File: config.mk
export PLATFORM = sky130hd
export DESIGN_NAME = sads_merge
export DESIGN_NICKNAME = d
export VERILOG_FILES = /design/src/rtl/sads_pkg.sv /design/src/rtl/sads_merge.sv
export SDC_FILE = /design/constraint.sdc
export NUM_CORES = 1
export LEC_CHECK = 0
export ABC_AREA = 1
export BUFFER_PORTS_ARGS = -buffer_cell sky130_fd_sc_hd__buf_2
export CAP_MARGIN = 20
export CORE_ASPECT_RATIO = 0.7
export CORE_MARGIN = 2
export CORE_UTILIZATION = 55
export CTS_CLUSTER_DIAMETER = 150
export DETAILED_ROUTE_END_ITERATION = 10
export HOLD_SLACK_MARGIN = 0.03
export PLACE_DENSITY = 0.73
export REMOVE_ABC_BUFFERS = 1
export SLEW_MARGIN = 10
export SYNTH_ARGS = -nofsm -noshare
export SYNTH_HDL_FRONTEND = slang
export SYNTH_SLANG_ARGS = --single-unit
File: constraint.sdc
create_clock -name i_clk -period 5.04 [get_ports i_clk]
set_input_delay 1.26 -clock i_clk [delete_from_list [all_inputs] [get_ports i_clk]]
set_output_delay 1.26 -clock i_clk [all_outputs]
set_load 0.005 [all_outputs]
File: src/rtl/sads_pkg.sv
// sads_pkg: shared types, constants and helpers of the subarray delay-and-sum core
// no dependencies; used by every rtl file except sads_ram through scoped names
`default_nettype none

package sads_pkg;

    // history depth must be a power of two so that slot arithmetic wraps
    localparam int HISTORY_DEPTH = 64;
    localparam int SLOT_BITS     = $clog2(HISTORY_DEPTH);
    localparam int MIC_COUNT     = 7;
    localparam int SAMPLE_BITS   = 16;
    localparam int DELAY_BITS    = 6;
    localparam int LAG_CENTER    = 31;
    localparam int LAG_W         = (SLOT_BITS > DELAY_BITS) ? SLOT_BITS : DELAY_BITS;
    localparam int SUB_COUNT     = 3;
    localparam int TAPS          = 3;
    localparam int REG_COUNT     = 6;
    localparam int CFG_IDX_W     = $clog2(REG_COUNT);

    localparam int SUM_W         = SAMPLE_BITS + 2;
    localparam int THIRD_W       = 17;
    localparam int THIRD_NUM     = 21845;
    localparam int THIRD_SHIFT   = 16;
    localparam int PROD_W        = SUM_W + THIRD_W;

    localparam int Q_DEPTH       = 8;
    localparam int Q_PTR_W       = $clog2(Q_DEPTH);
    localparam int Q_CNT_W       = $clog2(Q_DEPTH + 1);

    // microphones of each subarray, first one undelayed
    localparam int SUB_MICS [SUB_COUNT][TAPS] = '{'{0, 3, 6}, '{1, 3, 5}, '{2, 3, 4}};

    typedef enum logic [CFG_IDX_W-1:0] {
        REG_SUB1_MID = 3'd0,
        REG_SUB1_FAR = 3'd1,
        REG_SUB2_MID = 3'd2,
        REG_SUB2_FAR = 3'd3,
        REG_SUB3_MID = 3'd4,
        REG_SUB3_FAR = 3'd5
    } t_reg_idx;

    typedef struct packed {
        logic signed [SAMPLE_BITS-1:0] mic0_sample;
        logic signed [SAMPLE_BITS-1:0] mic1_sample;
        logic signed [SAMPLE_BITS-1:0] mic2_sample;
        logic signed [SAMPLE_BITS-1:0] mic3_sample;
        logic signed [SAMPLE_BITS-1:0] mic4_sample;
        logic signed [SAMPLE_BITS-1:0] mic5_sample;
        logic signed [SAMPLE_BITS-1:0] mic6_sample;
    } t_in_item;

    typedef struct packed {
        logic signed [SAMPLE_BITS-1:0] sub1_out;
        logic signed [SAMPLE_BITS-1:0] sub2_out;
        logic signed [SAMPLE_BITS-1:0] sub3_out;
    } t_out_item;

    typedef struct packed {
        logic                 acc;
        logic [SLOT_BITS-1:0] slot;
    } t_lane_ctl;

    typedef struct packed {
        logic                          vld;
        logic signed [SAMPLE_BITS-1:0] avg;
    } t_lane_res;

    typedef logic [TAPS-1:0][SAMPLE_BITS-1:0] t_tap_samples;
    typedef logic [TAPS-1:0][DELAY_BITS-1:0]  t_tap_delays;

    // read offset behind the write slot: (31 - delay) mod depth
    function automatic logic [SLOT_BITS-1:0] lag_offset(input logic [DELAY_BITS-1:0] delay);
        logic [DELAY_BITS-1:0] lag;
        logic [LAG_W-1:0]      wide;
        lag  = DELAY_BITS'(LAG_CENTER) - delay;
        wide = LAG_W'(lag);
        return wide[SLOT_BITS-1:0];
    endfunction

endpackage

`default_nettype wire

File: src/rtl/sads_merge.sv
// sads_merge: joins the three lane results into one output item and queues it
// depends on sads_pkg; tracks items in flight so the queue never overflows
`default_nettype none

module sads_merge (
    input  wire logic                 i_clk,
    input  wire logic                 i_rst_n,
    input  wire logic                 i_acc,
    input  wire sads_pkg::t_lane_res  i_res [sads_pkg::SUB_COUNT],
    input  wire logic                 i_stall,
    output logic                      o_full,
    output logic                      o_valid,
    output sads_pkg::t_out_item       o_item
);

    localparam int CW = sads_pkg::Q_CNT_W;

    sads_pkg::t_out_item r_q [sads_pkg::Q_DEPTH];
    sads_pkg::t_out_item w_item;

    logic [sads_pkg::Q_PTR_W-1:0] r_wr_ptr;
    logic [sads_pkg::Q_PTR_W-1:0] r_rd_ptr;
    logic [CW-1:0]                r_cnt;
    logic [CW-1:0]                r_occ;
    logic                         w_push;
    logic                         w_pop;

    assign w_push = i_res[0].vld & i_res[1].vld & i_res[2].vld;
    assign w_pop  = o_valid & ~i_stall;

    assign w_item.sub1_out = i_res[0].avg;
    assign w_item.sub2_out = i_res[1].avg;
    assign w_item.sub3_out = i_res[2].avg;

    always_ff @(posedge i_clk) begin
        if (!i_rst_n) begin
            r_wr_ptr <= '0;
            r_rd_ptr <= '0;
            r_cnt    <= '0;
            r_occ    <= '0;
        end else begin
            if (w_push) begin
                r_wr_ptr <= r_wr_ptr + 1'b1;
            end
            if (w_pop) begin
                r_rd_ptr <= r_rd_ptr + 1'b1;
            end
            r_cnt <= r_cnt + CW'(w_push) - CW'(w_pop);
            r_occ <= r_occ + CW'(i_acc) - CW'(w_pop);
        end
    end

    always_ff @(posedge i_clk) begin
        if (w_push) begin
            r_q[r_wr_ptr] <= w_item;
        end
    end

    assign o_full  = (r_occ == CW'(sads_pkg::Q_DEPTH));
    assign o_valid = (r_cnt != '0);
    assign o_item  = r_q[r_rd_ptr];

endmodule

`default_nettype wire

==> out/qor.yml <==
run_status:
  status: "completed"
worst_setup_path:
  crit_path_end_kind: "output pin"
  ff2ff_path_depth: 10
  rr_endpoint: "r_occ[2]$_SDFF_PN0_"
  rr_startpoint: "r_cnt[2]$_SDFF_PN0_"
  cp.arrival_ns: 2.64
  cp-start-kind: "register"
  crit_end: "o_item[32]"
  crit_required_ns: 3.78
  crit_fanout: 81
  criticalPathCategory: "register to output pin"
  reg2reg_slack_ns: 2.94
cts:
  post-cts-setup-buffers: 0
  cts_num_sinks: 401
  cts_tree: "yes"
  cts_buffers: 39
  root_buffer: "clkbuf_16"
  insertion_delay_ns: 0.54
  clock_path_buffers: 3
  post_cts_resized: 0
  clk_pin_slew_ns: 0.06
  h-tree-depth: 2
  hold_buffers: 0
logic_synthesis:
  synth_warnings: 0
  synth_edf_count: 384
  ys_ff_latch: 401
  netlist_area_sq_um: 17500
  synthesis.area_per_instance_sq_um: 9.84
  ys_seq_area_share_pct: 67.8
  ys.flop_type: "edfxtp_1"
  ys_types: 18
  postSynthCellCount: 1780
  synthArstFlopShare_pct: 0
sta:
  max_slew_margin_pct: 39.0
  setup_viol: 0
  fin_skew_ns: 0.0118
  slew_violations: 0
  whs_ns: 0.502
  finalWorstSetupSlack_ns: 1.14
  rsz0062_at_grt: "no"
  post-route-period-util_pct: 77.5
  worst_pin_slew_ns: 0.915
  clock.fmax_mhz: 256
  period_minus_slack_ns: 3.90
  hold_viol: 0
die:
  die_w_um: 217
  die_area_sq_um: 33300
  rows: 54
  initial_utilization_pct: 56.0
  core_sq_um: 31300
  num_io_pins: 105
  fp.dieH_um: 153
grt:
  grt_max_degree: 193
  overflow: 0
  grt_usage_pct: 22.9
  grt_pass1_wl_mm: 59.2
  grt_pass1_vias: 10900
  antenna_found_initial: 3
placed_design:
  dpl_worst_slack_ns: 1.69
  dp_hpwl_mm: 19.3
  gp_congestion: 0.774
  port_buffers: 104
layout:
  final_util_pct: 63.0
  mostFrequentLayoutCells: "648 x nand2_1, 402 x inv_1, 384 x edfxtp_1"
  syn_to_final_growth_pct: 12.4
  layout_commonest_cell: "nand2_1"
  drive_above_1_share_pct: 9.93
  nets: 1933
detailed_routing:
  routed_wl_mm: 37.4
  drc: 0
  drt_first_pass_iters: 5
  drt_iter0_drc: 980
  wl_per_cell_um: 16.2
  vias: 11462
  ant_nets: 0
  avgViaCountPerCell: 4.95
power_and_ir_drop:
  power.density_nw_per_um2: 431
  ir_worst_vdd_uv: 230
  p_leak_nw: 9.07
job:
  maxCapViolations: 0
worst_hold_path:
  hp-class: "register to register"
## flip-flops by register name, indices dropped and copies added (netlist names), named ones only
register,flops
r_q,384
r_cnt,4
r_occ,4
r_rd_ptr,3
r_wr_ptr,3
## synth_stat cells, drive strengths merged (2+ instances only)
master / number / area (sq um)
nand2: 648 / 2430
inv: 405 / 1520
edfxtp: 384 / 11500
nand3: 201 / 1010
buf: 58 / 289
nor2: 23 / 86.3
dfxtp: 17 / 340
clkbuf: 16 / 60.1
a21oi: 10 / 50.1
ha: 10 / 125
fa: 2 / 40.0
o21ai: 2 / 10.0
or2: 2 / 12.5
## metal layers
| metal | routed length (um) | up-vias | share of wire (%) | GRT usage [%] |
|---|---|---|---|---|
| li1 | - | 5697 | - | - |
| met1 | 16500 | 5369 | 44 | 31.8 |
| met2 | 17900 | 332 | 48 | 37.3 |
| met3 | 2160 | 64 | 5.8 | 3.76 |
| met4 | 827 | 0 | 2.2 | 7.31 |
| met5 | 0 | - | 0 | 0 |
## logic make-up after synthesis
group | Yosys count | synth area share (%)
AOI/OAI and AO/OA | 12 | 0.343
and+or+nand+nor | 875 | 20.2
xor gates and xnor gates | 1 | 0.0500
buffers and inverters | 479 | 10.7
DFF | 401 | 67.8
adders and majority gates | 12 | 0.943
## worst max-delay path, stage by stage, from the launching register on
cell,delay [ns]
dfxtp_4,0.73
clkinv_2,0.42
buf_12,0.34
nand3_1,0.16
nand2_1,0.06
nand2_1,0.07
nand2_1,0.11
buf_2,0.14
## report_power, final
group	switching [mW]	internal, mW	total (mW)
Clock	1.19	1.55	2.75
Sequential	0.0739	3.71	3.78
Combinational	1.29	0.672	1.96
Total	2.56	5.93	8.49
## per-stage QoR
step	instances	power [mW]	setup TNS (ns)	instance area [sq um]
after global placement	2245	5.76	0	18500
after global routing	2314	8.94	0	19700
after detailed placement	2245	5.81	0	18500
after floorplan	1706	5.15	-135.48	17200
after CTS	2313	8.54	0	19700
final	2314	8.49	0	19700
## how the worst min path moves through the flow
stage	start	end	slack, ns	cells past startpoint
detailed placement	r_rd_ptr[2]$_SDFFE_PN0P_	r_rd_ptr[2]$_SDFFE_PN0P_	0.49	2
finish	r_rd_ptr[2]$_SDFFE_PN0P_	r_rd_ptr[2]$_SDFFE_PN0P_	0.50	2
floorplan	r_rd_ptr[2]$_SDFFE_PN0P_	register	0.46	2
CTS	r_rd_ptr[2]$_SDFFE_PN0P_	r_rd_ptr[2]$_SDFFE_PN0P_	0.51	2
global route	r_rd_ptr[1]$_SDFFE_PN0P_	r_rd_ptr[1]$_SDFFE_PN0P_	0.54	2
global placement	r_rd_ptr[2]$_SDFFE_PN0P_	r_rd_ptr[2]$_SDFFE_PN0P_	0.48	2
## cell type report
cell class                      instances  area (sq um)
Antenna cell                            1          2.50
Clock inverter                         16           103
Multi-Input combinational cell        900          3840
Fill cell                            2419         11600
Timing Repair Buffer                  119           746
Sequential cell                       401         11900
Inverter                              405          1530
Clock buffer                           52          1080
Tap cell                              420           526
Power figures use the tool's default switching activity.
