--- src/rtl/sads_pkg.sv ---
// sads_pkg: shared types, constants and helpers of the subarray delay-and-sum core
// no dependencies; used by every rtl file except sads_ram through scoped names
`default_nettype none

package sads_pkg;

    // history depth must be a power of two so that slot arithmetic wraps
    localparam int HISTORY_DEPTH = 64;
    localparam int SLOT_BITS     = $clog2(HISTORY_DEPTH);
    localparam int MIC_COUNT     = 7;
    localparam int SAMPLE_BITS   = 16;
    localparam int DELAY_BITS    = 6;
    localparam int LAG_CENTER    = 31;
    localparam int LAG_W         = (SLOT_BITS > DELAY_BITS) ? SLOT_BITS : DELAY_BITS;
    localparam int SUB_COUNT     = 3;
    localparam int TAPS          = 3;
    localparam int REG_COUNT     = 6;
    localparam int CFG_IDX_W     = $clog2(REG_COUNT);

    localparam int SUM_W         = SAMPLE_BITS + 2;
    localparam int THIRD_W       = 17;
    localparam int THIRD_NUM     = 21845;
    localparam int THIRD_SHIFT   = 16;
    localparam int PROD_W        = SUM_W + THIRD_W;

    localparam int Q_DEPTH       = 8;
    localparam int Q_PTR_W       = $clog2(Q_DEPTH);
    localparam int Q_CNT_W       = $clog2(Q_DEPTH + 1);

    // microphones of each subarray, first one undelayed
    localparam int SUB_MICS [SUB_COUNT][TAPS] = '{'{0, 3, 6}, '{1, 3, 5}, '{2, 3, 4}};

    typedef enum logic [CFG_IDX_W-1:0] {
        REG_SUB1_MID = 3'd0,
        REG_SUB1_FAR = 3'd1,
        REG_SUB2_MID = 3'd2,
        REG_SUB2_FAR = 3'd3,
        REG_SUB3_MID = 3'd4,
        REG_SUB3_FAR = 3'd5
    } t_reg_idx;

    typedef struct packed {
        logic signed [SAMPLE_BITS-1:0] mic0_sample;
        logic signed [SAMPLE_BITS-1:0] mic1_sample;
        logic signed [SAMPLE_BITS-1:0] mic2_sample;
        logic signed [SAMPLE_BITS-1:0] mic3_sample;
        logic signed [SAMPLE_BITS-1:0] mic4_sample;
        logic signed [SAMPLE_BITS-1:0] mic5_sample;
        logic signed [SAMPLE_BITS-1:0] mic6_sample;
    } t_in_item;

    typedef struct packed {
        logic signed [SAMPLE_BITS-1:0] sub1_out;
        logic signed [SAMPLE_BITS-1:0] sub2_out;
        logic signed [SAMPLE_BITS-1:0] sub3_out;
    } t_out_item;

    typedef struct packed {
        logic                 acc;
        logic [SLOT_BITS-1:0] slot;
    } t_lane_ctl;

    typedef struct packed {
        logic                          vld;
        logic signed [SAMPLE_BITS-1:0] avg;
    } t_lane_res;

    typedef logic [TAPS-1:0][SAMPLE_BITS-1:0] t_tap_samples;
    typedef logic [TAPS-1:0][DELAY_BITS-1:0]  t_tap_delays;

    // read offset behind the write slot: (31 - delay) mod depth
    function automatic logic [SLOT_BITS-1:0] lag_offset(input logic [DELAY_BITS-1:0] delay);
        logic [DELAY_BITS-1:0] lag;
        logic [LAG_W-1:0]      wide;
        lag  = DELAY_BITS'(LAG_CENTER) - delay;
        wide = LAG_W'(lag);
        return wide[SLOT_BITS-1:0];
    endfunction

endpackage

`default_nettype wire

--- src/rtl/sads_ram.sv ---
// sads_ram: generic simple dual-port ram, one write port, one registered read port
// no dependencies
`default_nettype none

module sads_ram #(
    parameter int WIDTH = 16,
    parameter int DEPTH = 64
) (
    input  wire logic                     i_clk,
    input  wire logic                     i_wr_en,
    input  wire logic [$clog2(DEPTH)-1:0] i_wr_addr,
    input  wire logic [WIDTH-1:0]         i_wr_data,
    input  wire logic                     i_rd_en,
    input  wire logic [$clog2(DEPTH)-1:0] i_rd_addr,
    output logic      [WIDTH-1:0]         o_rd_data
);

    logic [WIDTH-1:0] r_mem [DEPTH];

    always_ff @(posedge i_clk) begin
        if (i_wr_en) begin
            r_mem[i_wr_addr] <= i_wr_data;
        end
        if (i_rd_en) begin
            o_rd_data <= r_mem[i_rd_addr];
        end
    end

endmodule

`default_nettype wire

--- src/rtl/sads_lane.sv ---
// sads_lane: one subarray lane, three tap histories, delayed read, sum and divide by three
// depends on sads_pkg and sads_ram
`default_nettype none

module sads_lane (
    input  wire logic                                i_clk,
    input  wire logic                                i_rst_n,
    input  wire sads_pkg::t_lane_ctl                 i_ctl,
    input  wire logic [sads_pkg::HISTORY_DEPTH-1:0]  i_slot_vld,
    input  wire sads_pkg::t_tap_samples              i_samp,
    input  wire sads_pkg::t_tap_delays               i_delay,
    output sads_pkg::t_lane_res                      o_res
);

    localparam int SB = sads_pkg::SAMPLE_BITS;
    localparam int TP = sads_pkg::TAPS;

    localparam logic signed [sads_pkg::THIRD_W-1:0] THIRD_K =
        sads_pkg::THIRD_W'(sads_pkg::THIRD_NUM);

    logic [TP-1:0][sads_pkg::SLOT_BITS-1:0] w_off;
    logic [TP-1:0][sads_pkg::SLOT_BITS-1:0] w_rd_addr;
    logic [TP-1:0][SB-1:0]                  w_rd_data;
    logic [TP-1:0][SB-1:0]                  w_tap;

    logic                  r_v1;
    logic                  r_v2;
    logic                  r_v3;
    logic [TP-1:0]         r_byp;
    logic [TP-1:0]         r_live;
    logic [TP-1:0][SB-1:0] r_byp_data;

    logic signed [sads_pkg::SUM_W-1:0]  n_sum;
    logic signed [sads_pkg::SUM_W-1:0]  r_sum;
    logic signed [sads_pkg::PROD_W-1:0] r_prod;

    for (genvar t = 0; t < TP; t++) begin : g_tap
        assign w_off[t]     = sads_pkg::lag_offset(i_delay[t]);
        assign w_rd_addr[t] = i_ctl.slot - w_off[t];

        sads_ram #(
            .WIDTH (SB),
            .DEPTH (sads_pkg::HISTORY_DEPTH)
        ) u_ram (
            .i_clk     (i_clk),
            .i_wr_en   (i_ctl.acc),
            .i_wr_addr (i_ctl.slot),
            .i_wr_data (i_samp[t]),
            .i_rd_en   (i_ctl.acc),
            .i_rd_addr (w_rd_addr[t]),
            .o_rd_data (w_rd_data[t])
        );
    end

    always_ff @(posedge i_clk) begin
        if (!i_rst_n) begin
            r_v1 <= 1'b0;
            r_v2 <= 1'b0;
            r_v3 <= 1'b0;
        end else begin
            r_v1 <= i_ctl.acc;
            r_v2 <= r_v1;
            r_v3 <= r_v2;
        end
    end

    // lag zero reads the sample being written this cycle
    always_ff @(posedge i_clk) begin
        for (int t = 0; t < TP; t++) begin
            r_byp[t]      <= (w_off[t] == '0);
            r_live[t]     <= i_slot_vld[w_rd_addr[t]];
            r_byp_data[t] <= i_samp[t];
        end
        r_sum  <= n_sum;
        r_prod <= sads_pkg::PROD_W'(r_sum) * sads_pkg::PROD_W'(THIRD_K);
    end

    always_comb begin
        for (int t = 0; t < TP; t++) begin
            if (r_byp[t]) begin
                w_tap[t] = r_byp_data[t];
            end else if (r_live[t]) begin
                w_tap[t] = w_rd_data[t];
            end else begin
                w_tap[t] = '0;
            end
        end
        n_sum = sads_pkg::SUM_W'(signed'(w_tap[0]))
              + sads_pkg::SUM_W'(signed'(w_tap[1]))
              + sads_pkg::SUM_W'(signed'(w_tap[2]));
    end

    assign o_res.vld = r_v3;
    assign o_res.avg = r_prod[sads_pkg::THIRD_SHIFT +: SB];

endmodule

`default_nettype wire

--- config.mk ---
export PLATFORM = sky130hd
export DESIGN_NAME = sads_lane
export DESIGN_NICKNAME = d
export VERILOG_FILES = /design/src/rtl/sads_pkg.sv /design/src/rtl/sads_ram.sv /design/src/rtl/sads_lane.sv
export SDC_FILE = /design/constraint.sdc
export NUM_CORES = 2
export LEC_CHECK = 0
export BUFFER_PORTS_ARGS = -buffer_cell sky130_fd_sc_hd__clkbuf_2
export CORE_ASPECT_RATIO = 0.7
export CORE_MARGIN = 5
export CORE_UTILIZATION = 48
export CTS_CLUSTER_SIZE = 40
export DETAILED_ROUTE_END_ITERATION = 8
export PLACE_DENSITY = 0.7
export REMOVE_ABC_BUFFERS = 1
export SETUP_SLACK_MARGIN = 0.05
export SYNTH_ARGS = -nofsm -noshare
export SYNTH_HDL_FRONTEND = slang
export SYNTH_SLANG_ARGS = --single-unit
export TNS_END_PERCENT = 100
--- constraint.sdc ---
create_clock -name i_clk -period 5.2 [get_ports i_clk]
set_input_delay 0.26 -clock i_clk [delete_from_list [all_inputs] [get_ports i_clk]]
set_output_delay 0.26 -clock i_clk [all_outputs]
set_load 0.02 [all_outputs]
==> qor.yml <==
grtUsageTotal: 0.238
htree_num_levels: 5
worst_setup_path_end_kind: "flip-flop"
fmax_mhz: 201
via_per_inst: 6.38
synth_mux_area_frac: 0.190
cp.required_ns: 5.94
synthTopCellsByArea: "edfxtp_1 73%, mux4_2 18%, fa_1 1.9%, ha_1 1.5%, dfxtp_1 1.4%"
nets: 6480
synth-xor-area-share: 0.00380
arrival_ns: 5.72
synth_warnings: 0
post-route-period-util: 0.958
drtIter0Drc: 8860
ys_types: 54
cts_root_buffer: "clkbuf_16"
io_pins: 156
io_buffers: 155
synth_top_cell_area_share: 0.726
area_growth_pct: 13.6
synth_top_family_by_area: "multiplexers"
hold_viol: 0
maxCapViolCount: 0
post_drt_wl_per_cell_um: 33.9
core-area_um2: 268000
ant_nets: 0
setup_viol: 0
synthCells: 5578
die_h_um: 444
grt_max_degree: 84
vias: 62900
grt_overflow_total: 0
clkTransAtPathRegs_ns: 0.06
worstPathCellList: "ha_4, inv_1, fa_1, inv_2, fa_1, fa_1, fa_1, inv_1, fa_1, inv_2, ha_4, buf_6, a21oi_1, o21a_1, o21ai_1, o211ai_1, buf_4, nand4_1, and2_4, xor2_1"
rsz0062_at_grt: "yes"
cts_tree: "yes"
critPathBufInv: 6
synth_area_um2: 129000
row_count: 159
synth_fa_ha_area_frac: 0.0340
synth_seq_cells: 3211
numCtsBuffers: 300
antenna_found_initial: 12
syn_area_per_cell_um2: 23.1
relSlewSlack: 0.148
synth_compound_area_frac: 0.00928
setup_tns_ns: 0
dr.pass1.iters: 5
crit_path_max_fanout: 4
clk-insertion-delay-late_ns: 0.86
hold_slack_ns: 0.171
post-dp-hpwl_mm: 187
cpMostUsedCell: "fa_1"
grt_pass1_wl_mm: 476
slowest_delay_ns: 0.53
ys_seq_area_frac: 0.740
synth-simple-area-share: 0.00671
outcome: "complete, no violations"
hold_class: "input port to flip-flop"
cp-start-kind: "flip-flop"
route.detailed.drc: 0
min_period_ns: 4.98
cts_num_sinks: 3211
synth_top_area_cell: "edfxtp_1"
async_flop_share: 0
gp_congestion: 0.843
fp.dieW_um: 630
crit_slowest_cell: "fa_1"
synth_edf_count: 3120
initial_utilization: 0.482
die-area_um2: 280000
wl_mm: 334
layout-drive-gt1-share: 0.320
clock_skew_ns: 0.0633
clockBufferDepth: 4
synth-main-ff-cell: "edfxtp_1"
drv_slew: 0
worstMarginPinSlew_ns: 1.28
cp_top_family: "adder cells"
crit_type: "flip-flop to flip-flop"
grt_pass1_vias: 63100
flip-flops by register name, summed over array words and instances (netlist names):
name                   count
r_v1                       1
g_tap.u_ram.r_mem       3072
r_sum                     18
r_v2                       1
r_live                     3
r_v3                       1
r_prod                    16
r_byp                      3
g_tap.u_ram.o_rd_data     48
r_byp_data                48
stage by stage:
step	std cells	cell area, µm²	worst slack, ns	utilization
after global placement	9288	137000	-0.0762	0.510
after floorplan	5319	128000	-6.97	-
after detailed placement	9288	137000	-0.135	0.510
final	9855	147000	0.216	0.547
after CTS	9830	146000	0.00952	0.546
after global routing	9852	147000	0.0246	0.547
synth_stat cells (all sizes together), types with 4 or more instances:
library cell and instances:
inv 237, and2 14, nor3 10, nand2 30, edfxtp 3120, o21ai 23, xnor2 37, fa 122
mux2i 153, o21a 4, nor2 86, a21oi 45, nand3b 4, ha 156, nand3 11, a22oi 42
dfxtp 91, nand4 9, xor2 19, clkbuf 124, a211oi 4, a21o 30, nor2b 8, buf 135
mux4 1020
cells by family (layout without fill, tap and decap cells):
logic type / after synthesis / count (layout)
mux: 1173 / 1173
buf+inv: 496 / 1207
other cells: 0 / 24
fa+ha+maj: 278 / 278
xor+xnor: 56 / 56
flops: 3211 / 3211
compound gates: 178 / 178
simple gates: 186 / 186
cell type report:
cell class,count,area (µm²)
multi-input combinational,1871,32400
clock buffer,375,8080
sequential,3211,95500
tap,3542,4430
inverter,237,890
fill,19400,121000
timing repair buffer,442,3820
antenna,24,60.1
clock inverter,153,1470
worst register-to-register path, cell delays in order (launching register included):
cell	delay (ns)
dfxtp_4	0.36
ha_4	0.26
inv_1	0.04
fa_1	0.49
inv_2	0.04
fa_1	0.53
fa_1	0.44
fa_1	0.50
inv_1	0.05
fa_1	0.50
inv_2	0.05
ha_4	0.22
buf_6	0.12
a21oi_1	0.16
o21a_1	0.14
o21ai_1	0.08
o211ai_1	0.32
buf_4	0.18
nand4_1	0.09
and2_4	0.17
xor2_1	0.13
final timing paths:
kind	start	cells after the start	slack, ns	endpoint
worst max-delay path	r_sum[11]	20	0.22	r_prod[26]
worst min-delay path	i_rst_n	3	0.17	r_v2
worst max register to register	r_sum[11]	20	0.22	r_prod[26]
worst min register to register	r_v1	1	0.44	r_v2
what timing repair did:
item | 4_1_cts | 5_1_grt
setup buffers | 0 | 2
gates cloned | 0 | 0
hold endpoints to repair | 11 | 0
endpoints found under the setup margin | 10 | 11
pin swaps | 4 | 26
resized for setup | 9 | 61
hold buffers | 14 | 0
placed cells by master, fill, tap and decap left out, types with 53 or more instances in the layout:
cell,netlist,routed
buf_4,10,204
mux4_2,1020,1020
clkbuf_1,124,53
inv_1,236,233
clkbuf_16,0,306
ha_1,156,137
edfxtp_1,3120,3120
buf_12,0,67
nor2_4,0,60
dfxtp_1,91,79
fa_1,122,116
clkbuf_2,0,154
mux2i_1,153,153
clkinv_2,0,54
layer usage:
| layer | wire, µm | vias up | global-route usage |
|---|---|---|---|
| met2 | 154000 | 3880 | 0.362 |
| met5 | 13 | - | 0 |
| met3 | 36400 | 705 | 0.0449 |
| met4 | 14800 | 2 | 0.0860 |
| li1 | - | 24500 | - |
| met1 | 130000 | 33800 | 0.349 |
Power is left out: the tool's default activity adds up to more than one toggle a clock period on the data nets, which glitch-free logic cannot reach.
